==> src/rtl/core/spas_pkg.sv <==
package spas_pkg;

   localparam int MaxTermsDef = 32;
   localparam int MaxResults  = 64;
   localparam int EmitW       = 7;

   typedef enum logic [2:0] {
      CMD_CLEAR    = 3'd0,
      CMD_APPEND_A = 3'd1,
      CMD_APPEND_B = 3'd2,
      CMD_PRINT    = 3'd3,
      CMD_ADD      = 3'd4,
      CMD_SUB      = 3'd5
   } cmd_type;

   typedef enum logic [1:0] {
      KIND_TERM = 2'd0,
      KIND_ZERO = 2'd1,
      KIND_DONE = 2'd2,
      KIND_OVER = 2'd3
   } kind_type;

   typedef enum logic [2:0] {
      ST_IDLE,
      ST_PRINT_A,
      ST_PRINT_B,
      ST_FLUSH,
      ST_MERGE,
      ST_STATUS
   } state_type;

   typedef enum logic [3:0] {
      OP_NONE,
      OP_START,
      OP_CLEAR,
      OP_LOAD_A,
      OP_LOAD_B,
      OP_PRINT_A,
      OP_PRINT_B,
      OP_FLUSH,
      OP_MERGE,
      OP_STATUS
   } op_type;

   typedef struct packed {
      op_type op;
      logic   negate;
   } ctl_type;

   typedef struct packed {
      logic a_more;
      logic b_more;
      logic step_ok;
      logic pend_v;
   } sts_type;

endpackage

==> src/rtl/core/spas_ctrl.sv <==
module spas_ctrl import spas_pkg::*; (
   input  logic       clock,
   input  logic       reset,
   input  logic       req_valid,
   input  logic [2:0] req_cmd,
   input  sts_type    sts,
   output logic       req_ready,
   output ctl_type    ctl
);

   state_type state_ff, state_in;

   always_ff @(posedge clock) begin
      if (reset) begin
         state_ff <= ST_IDLE;
      end else begin
         state_ff <= state_in;
      end
   end

   always_comb begin
      state_in   = state_ff;
      req_ready  = 1'b0;
      ctl.op     = OP_NONE;
      ctl.negate = 1'b0;
      unique case (state_ff)
         ST_IDLE: begin
            req_ready = 1'b1;
            if (req_valid) begin
               if (req_cmd == CMD_CLEAR) begin
                  ctl.op   = OP_CLEAR;
                  state_in = ST_STATUS;
               end else if (req_cmd == CMD_APPEND_A) begin
                  ctl.op   = OP_LOAD_A;
                  state_in = ST_STATUS;
               end else if (req_cmd == CMD_APPEND_B) begin
                  ctl.op   = OP_LOAD_B;
                  state_in = ST_STATUS;
               end else if (req_cmd == CMD_PRINT) begin
                  ctl.op   = OP_START;
                  state_in = ST_PRINT_A;
               end else if (req_cmd == CMD_ADD || req_cmd == CMD_SUB) begin
                  ctl.op     = OP_START;
                  ctl.negate = (req_cmd == CMD_SUB);
                  state_in   = ST_MERGE;
               end else begin
                  ctl.op   = OP_START;
                  state_in = ST_STATUS;
               end
            end
         end
         ST_PRINT_A: begin
            ctl.op = OP_PRINT_A;
            if (!sts.a_more && sts.step_ok) state_in = ST_PRINT_B;
         end
         ST_PRINT_B: begin
            ctl.op = OP_PRINT_B;
            if (!sts.b_more && sts.step_ok) state_in = ST_FLUSH;
         end
         ST_FLUSH: begin
            ctl.op = OP_FLUSH;
            if (sts.step_ok) state_in = ST_IDLE;
         end
         ST_MERGE: begin
            ctl.op = OP_MERGE;
            if (!sts.a_more && !sts.b_more) state_in = ST_STATUS;
         end
         ST_STATUS: begin
            ctl.op = OP_STATUS;
            if (sts.step_ok) state_in = ST_IDLE;
         end
         default: state_in = ST_IDLE;
      endcase
   end

endmodule

==> config.mk <==
export PLATFORM = sky130hd
export DESIGN_NAME = spas_ctrl
export DESIGN_NICKNAME = d
export VERILOG_FILES = /design/src/rtl/core/spas_pkg.sv /design/src/rtl/core/spas_ctrl.sv
export SDC_FILE = /design/constraint.sdc
export NUM_CORES = 1
export LEC_CHECK = 0
export BUFFER_PORTS_ARGS = -buffer_cell sky130_fd_sc_hd__buf_2
export CAP_MARGIN = 10
export CORE_AREA = 3 3 40 42
export DETAILED_ROUTE_END_ITERATION = 16
export DIE_AREA = 0 0 43 45
export GPL_TIMING_DRIVEN = 1
export HOLD_SLACK_MARGIN = 0.12
export PLACE_DENSITY_LB_ADDON = 0.08
export SLEW_MARGIN = 20
export SYNTH_ARGS = -nofsm -noshare
export SYNTH_HDL_FRONTEND = slang
export SYNTH_SLANG_ARGS = --single-unit
==> constraint.sdc <==
create_clock -name clock -period 1.2 [get_ports clock]
set_input_delay 0.12 -clock clock [delete_from_list [all_inputs] [get_ports clock]]
set_output_delay 0.12 -clock clock [all_outputs]
set_load 0.02 [all_outputs]
==> impl_metrics.ini, run 1 <==
[detailed_routing]
wl_per_cell_um = 10.7
postRouteAntennaNets = 0
vias_per_cell = 4.73
vias = 374
finalWirelength_um = 845
firstDrtPassIters = 3
drc = 0
first_iter_violations = 7

[layout]
top_register = state_ff
fin_util = 0.390
nNetsFinal = 75
layout-drive-gt1-share = 0.563
antenna_cells = 0
largest_register_ffs = 3
reg_top3 = state_ff x3
area_growth_pct = 86.5
fin_cells = 79

[clock_network]
cts_buffer_depth = 2
cts_tree = done
numClockSinks = 3
clk_latency_ns = 0.23
root_buffer = clkbuf_4
path_clk_slew_ns = 0.04
cts_made_buffers = 3
cts.htree.levels = 1

[worst_setup_path]
cp_max_fo = 2
worstSetupPathType = flop to output pin
cp-start-kind = flop
crit_slowest_cell = dfxtp_2
critPathRequiredTime_ns = 1.08
critical_path_arrival_ns = 1.06
endpoint_kind = output pin
crit_chain = inv_2, and3_4, and4_1, buf_6
cpPeakStageDelay_ns = 0.31

[place]
dp_cells = 71
dp_hpwl_um = 590
io_buffers = 14
place_congestion = 0.709

[die]
pin_count = 16
core_um2 = 1280
start_util = 0.209
die_area_um2 = 1940
die_w_um = 43
die_y_um = 45
rows = 13

[timing]
slew_viol_final = 0
hold_viol = 0
rsz0062_at_grt = yes
tightest_slew_ns = 0.361
finalCriticalPeriod_ns = 1.18
finClkSkew_ns = 0.000498
fin_crit_sh = 0.984
final-setup-viol-count = 0
clock.fmax_mhz = 847
relSlewSlack = 0.756
whs_ns = 0.143

[yosys]
ys_seq_elements = 3
syn_nets = 50
synth-main-ff-cell = dfxtp_1
synthTopCellsByCount = nor2_1, a21oi_1, nor3_1
netlist-cell-type-count = 22
yosys.area.top_type = dfxtp_1
synth_edf_count = 0
syn_area_per_cell_um2 = 6.73
netlist.area_leader.share = 0.223
yosysWarnings = 0
syn_area_um2 = 269
synth_area_leaders = dfxtp_1, nor2_1, a21oi_1
seq_area_frac_synth = 0.223
async_flop_share = 0
yosys.cell_count.top_type = nor2_1
synth_cells = 40

[power_and_ir_drop]
p_int_w = 0.000405
p_sw_w = 0.000239
power.leakage_nw = 0.232
p_comb_frac = 0.512
seqPwrFrac = 0.221
power_density_nw_per_um2 = 1280
p_clk_frac = 0.268
switching_share = 0.372
ir_drop_mv = 0.566
p_total_w = 0.000644

[global_routing]
grt_antenna_before_repair = 0
overflow = 0
grt_max_degree = 12
grtUsageMet1 = 0.110
grt_pass1_vias = 360
busiest_layer = met2
grt_pass1_wl_um = 1390
grt_use_met3 = 0.0199
grt_usage = 0.0939
groute.layer.met2.usage = 0.150

[flow_run]
max_cap_viol_count = 0

[min_path]
hold_class = primary input to flop

[status]
status = completed
## timing repair
action,4_1_cts,5_1_grt
endpoints found under the setup margin,6,6
resized for setup,15,5
hold buffers,1,0
buffers inserted,3,0
pin swaps,5,3
gates cloned,0,0
endpoints found under the hold margin,2,0
## area by class of cell
cell class,count,area [um2]
Multi-Input combinational cell,31,221
Tap cell,15,18.8
Sequential cell,3,66.3
Fill cell,143,783
Timing Repair Buffer,22,154
Inverter,4,15.0
Clock buffer,4,26.3
## path summary, 6_finish.rpt
kind                            slack (ns)           to        start  depth (start not counted)
worst min register to register        0.56  state_ff[1]  state_ff[2]                          1
worst max-delay path                  0.02       ctl[0]  state_ff[0]                          4
worst max register to register        0.09  state_ff[0]  state_ff[1]                          4
worst min-delay path                  0.14  state_ff[2]       sts[1]                          2
## cell usage in the layout, fill, tap and decap left out
cell	count
dfxtp_2	2
clkbuf_4	3
a31oi_1	1
nor3b_2	1
a21oi_1	3
and3_4	1
inv_1	3
buf_6	3
dlygate4sd3_1	1
a311oi_1	1
inv_2	1
nor2b_1	1
buf_4	8
nand3_1	1
clkbuf_1	1
o22ai_2	1
nand2b_1	1
o311ai_1	1
nor3_2	2
nor4b_1	1
dfxtp_4	1
nand2_1	1
o32ai_2	1
nor2_1	8
a2111oi_2	1
nor3_1	2
buf_2	10
o31ai_1	1
and4_1	1
a21oi_2	1
## metrics by stage
step,cell area [um2],TNS (ns),setup slack (ns)
floorplan,275,0,0.0711
global placement,384,0,0.00657
detailed placement,384,0,0.0392
CTS,482,-0.00875,-0.00438
global route,502,-0.195,-0.0671
finish,502,0,0.0191
## cells by family after synthesis
family          count (synthesis)  share of synthesized area
buf+inv                         6                     0.0930
simple gates                   20                      0.381
flops                           3                      0.223
compound gates                 11                      0.302
## critical path: cells and delay by family, from the launching register on
kind	cells	cell delay, ns
DFF	1	0.31
and+or+nand+nor	2	0.35
buffers and inverters	2	0.17
## power groups by stage
stage	Clock (W)	Sequential [W]	Combinational [W]
after floorplan	0	0.000134	0.000167
after global placement	0	0.000143	0.000262
after detailed placement	0	0.000142	0.000259
after CTS	0.000185	0.000141	0.000308
after global routing	0.000197	0.000147	0.000356
final	0.000172	0.000142	0.000330
## metal layers
layer / vias up / wire length [um]
met2: 6 / 410
met5: - / 0
met1: 173 / 390
met3: 0 / 44
met4: 0 / 0
li1: 195 / -
No activity file was read; power rests on OpenSTA's default activity.
==> run 2: changes to the inputs <==
Settings changed: PLACE_DENSITY_LB_ADDON 0.08 to default.
==> impl_metrics.ini, run 2 (synthesis gave the netlist of run 1 again) <==
[global_routing]
grt_pass1_vias = 366
grt_max_degree = 13
grt_antenna_before_repair = 0
grt_usage = 0.0998
overflow = 0
grt_pass1_wl_um = 1430

[clock_network]
path_clk_slew_ns = 0.04
numClockSinks = 3
cts_buffer_depth = 2
cts_made_buffers = 3
cts_tree = done
root_buffer = clkbuf_4
cts.htree.levels = 1
clk_latency_ns = 0.23

[layout]
antenna_cells = 0
post-route-cell-area_um2 = 533
nNetsFinal = 75
top_register = state_ff
largest_register_ffs = 3
area_growth_pct = 98.1
mostFrequentLayoutCells = buf_2, nor2_1, buf_4
layout-drive-gt1-share = 0.641
fin_cells = 79
reg_top3 = state_ff x3
mostFrequentLayoutCell = buf_2
fin_util = 0.415

[die]
die_area_um2 = 1940
die_y_um = 45
die_w_um = 43
pin_count = 16
core_um2 = 1280
rows = 13
start_util = 0.209

[worst_setup_path]
cpPeakStageDelay_ns = 0.31
crit_slowest_cell = dfxtp_2
critical_path_arrival_ns = 1.07
critPathRequiredTime_ns = 1.08
reg2regPathDepth = 5
endpoint_kind = output pin
regToRegSetupSlack_ns = 0.06
reg2reg_from = state_ff[1]
cp_max_fo = 2
path_delay_family = simple AND/OR/NAND/NOR gates
crit_chain = inv_2, and3_4, and4_1, buf_6
cp.depth = 4
worstReg2RegEnd = state_ff[0]
worstSetupPathType = flop to output pin
cp-start-kind = flop
critPathBufInv = 2

[timing]
slew_viol_final = 0
rsz0062_at_grt = yes
tightest_slew_ns = 0.299
hold_viol = 0
relSlewSlack = 0.798
clock.fmax_mhz = 842
fin_crit_sh = 0.990
fin_ws_ns = 0.0119
final-setup-viol-count = 0
finalCriticalPeriod_ns = 1.19
whs_ns = 0.144
finClkSkew_ns = 0.000552

[detailed_routing]
postRouteAntennaNets = 0
wl_per_cell_um = 11.3
first_iter_violations = 2
vias = 374
finalWirelength_um = 894
vias_per_cell = 4.73
firstDrtPassIters = 2
drc = 0

[power_and_ir_drop]
power_density_nw_per_um2 = 1240
ir_drop_mv = 0.515
power.leakage_nw = 0.239

[min_path]
hold_path_depth = 2
hold_class = primary input to flop
min_from = sts[1]
min_to = state_ff[2]

[place]
dpl_worst_slack_ns = 0.0869
io_buffers = 14
postPlaceCellArea_um2 = 384
dp_hpwl_um = 577
dp_cells = 71
place_congestion = 0.794

[status]
status = completed

[flow_run]
max_cap_viol_count = 0
[run 2: worst reg2reg max path, cell delays in order (launching register included)]
cell,delay (ns)
dfxtp_4,0.36
buf_2,0.16
nand2b_1,0.14
a21oi_1,0.12
nor2_1,0.07
o32ai_2,0.20
[run 2: timing repair]
action,in CTS,in global routing
endpoints found under the hold margin,2,0
hold buffers,1,0
setup buffers,3,0
pin swaps,3,4
endpoints found under the setup margin,6,7
resized for setup,15,11
[run 2: metal layers]
metal | GRT usage | routed length (um) | up-vias
met3 | 0.0120 | 58 | 0
li1 | - | - | 194
met5 | 0 | 0 | -
met1 | 0.113 | 368 | 167
met2 | 0.174 | 468 | 13
met4 | 0.0723 | 0 | 0
[run 2: layout make-up]
| class | count | area, um2 |
|---|---|---|
| clock buffers | 4 | 26.3 |
| inverters | 4 | 15.0 |
| well taps | 15 | 18.8 |
| fillers | 133 | 752 |
| multi-input cells | 31 | 253 |
| flip-flops and latches | 3 | 68.8 |
| repair buffers | 22 | 151 |
[run 2: how the worst max path moves through the flow]
stage	start	end	slack, ns
after CTS	state_ff[1]	ctl[1]	0.0002
after global placement	state_ff[1]	state_ff[0]	0.11
after global routing	state_ff[0]	ctl[0]	-0.04
after floorplan	state_ff[1]	req_ready	0.07
final	state_ff[0]	ctl[0]	0.01
after detailed placement	state_ff[1]	state_ff[0]	0.09
[run 2: per-stage QoR]
step | total power [W] | TNS [ns]
floorplan | 0.000301 | 0
global placement | 0.000391 | 0
detailed placement | 0.000394 | 0
CTS | 0.000635 | 0
global route | 0.000704 | -0.104
finish | 0.000660 | 0
[run 2: report_power, final]
| part | total (W) | switching (W) | leakage [nW] | internal [W] |
|---|---|---|---|---|
| sequential | 0.000146 | 0.0000278 | 0.0264 | 0.000118 |
| combinational | 0.000339 | 0.000172 | 0.198 | 0.000167 |
| clock | 0.000175 | 0.0000507 | 0.0150 | 0.000125 |
==> run 3: changes to the inputs <==
Settings changed: ABC_AREA from default to 1.
==> impl_metrics.ini, run 3 <==
[global_routing]
grt_pass1_vias = 435
grt_pass1_wl_um = 1600
grt_usage = 0.111
grt_antenna_before_repair = 0
grt_max_degree = 8
overflow = 0

[timing]
tightest_slew_ns = 0.212
fin_setup_tns_ns = -1.08
rsz0062_at_grt = yes
clock.fmax_mhz = 701
slew_viol_final = 0
fin_ws_ns = -0.226
finClkSkew_ns = 0.00233
fin_crit_sh = 1.19
final-setup-viol-count = 7
finalCriticalPeriod_ns = 1.43
relSlewSlack = 0.857
hold_viol = 0

[yosys]
yosysWarnings = 0
yosys.area.top_type = dfxtp_1
ys_seq_elements = 3
seq_area_frac_synth = 0.163
async_flop_share = 0
syn_area_um2 = 368
synth_area_leaders = dfxtp_1, nand2_1, nand3_1
synth_edf_count = 0
synth-main-ff-cell = dfxtp_1
syn_nets = 67
netlist.area_leader.share = 0.163
synth_cells = 57
netlist-cell-type-count = 22
yosys.cell_count.top_type = nand2_1
syn_area_per_cell_um2 = 6.45
synthTopCellsByCount = nand2_1, inv_1, nand3_1

[power_and_ir_drop]
power.leakage_nw = 0.322
power_density_nw_per_um2 = 2600
ir_drop_mv = 0.819

[flow_run]
max_cap_viol_count = 0

[clock_network]
cts_buffer_depth = 2
cts_tree = done
numClockSinks = 3
path_clk_slew_ns = 0.04
cts_made_buffers = 3
clk_latency_ns = 0.23
root_buffer = clkbuf_4
cts.htree.levels = 1

[layout]
layout-drive-gt1-share = 0.591
nNetsFinal = 99
mostFrequentLayoutCells = buf_4, nand2_1, buf_2, inv_1, nand3_1
largest_register_ffs = 3
reg_top3 = state_ff x3
antenna_cells = 0
area_growth_pct = 75.5
fin_util = 0.502
mostFrequentLayoutCell = buf_4
top_register = state_ff

[die]
die_y_um = 45
die_w_um = 43
core_um2 = 1280
rows = 13
die_area_um2 = 1940
pin_count = 16
start_util = 0.286

[worst_setup_path]
worstSetupPathType = flop to output pin
endpoint_kind = output pin
cp_max_fo = 4
reg2regPathDepth = 8
cp-start-kind = flop
critical_path_arrival_ns = 1.31
critPathRequiredTime_ns = 1.08

[status]
violations = negative setup slack
status = complete, but fails checks

[detailed_routing]
first_iter_violations = 6
firstDrtPassIters = 4
vias = 479
postRouteAntennaNets = 0
drc = 0
finalWirelength_um = 998
wl_per_cell_um = 9.69
vias_per_cell = 4.65

[place]
place_congestion = 0.763
dp_hpwl_um = 779
io_buffers = 14

[min_path]
hold_path_depth = 4
hold_class = primary input to flop
## run 3: critical path, cell delays in order, from the launching register on
cell	delay, ns
dfxtp_2	0.34
nor2_4	0.12
inv_2	0.06
nor2_4	0.10
nand2_4	0.08
nor4_4	0.20
buf_4	0.17
## run 3: layout make-up
type | instances | area (um2)
inverter | 9 | 36.3
fill | 138 | 639
tap | 15 | 18.8
multi-input combinational | 44 | 307
timing repair buffer | 28 | 191
clock buffer | 4 | 26.3
sequential | 3 | 66.3
## run 3: power by group
part           switching [W]  total, W  internal [W]  leakage (nW)
Sequential         0.0000609  0.000215      0.000154        0.0261
Clock              0.0000505  0.000175      0.000125        0.0150
Combinational       0.000695   0.00129      0.000592         0.280
## run 3: per-stage QoR
step	cells	area, um2	hold WS (ns)	total power [W]	setup WS [ns]
2_1_floorplan	57	413	0.175	0.00100	-0.0968
3_3_place_gp	96	569	0.309	0.00134	-0.0563
3_5_place_dp	96	569	0.306	0.00135	-0.0750
4_1_cts	102	632	0.370	0.00164	-0.239
5_1_grt	103	646	0.381	0.00180	-0.306
6_report	103	646	0.372	0.00168	-0.226
## run 3: cells by family after synthesis
kind of cell           after synthesis  synth area share
and+or+nand+nor                     36             0.520
DFF                                  3             0.163
AOI/OAI and AO/OA                    8             0.177
buffers and inverters               10             0.139
## run 3: metal layers
| layer | GRT usage | wire length, um | vias to the layer above |
|---|---|---|---|
| li1 | - | - | 248 |
| met1 | 0.108 | 421 | 215 |
| met2 | 0.222 | 499 | 14 |
| met3 | 0.0239 | 57 | 2 |
| met4 | 0.0542 | 19 | 0 |
| met5 | 0 | 0 | - |
## run 3: repair_timing
item                       4_1_cts  5_1_grt
setup endpoints to repair        7        8
pin swaps                        1        1
buffers inserted                 1        1
hold endpoints to repair         2        0
gates resized for setup          8        2
hold buffers                     1        0
## run 3: path summary, 6_finish.rpt
kind                                  start          end  slack, ns
worst max-delay path            state_ff[0]       ctl[0]      -0.23
worst min register to register  state_ff[2]  state_ff[2]       0.64
worst max register to register  state_ff[0]  state_ff[2]      -0.12
worst min-delay path             req_cmd[1]  state_ff[2]       0.37
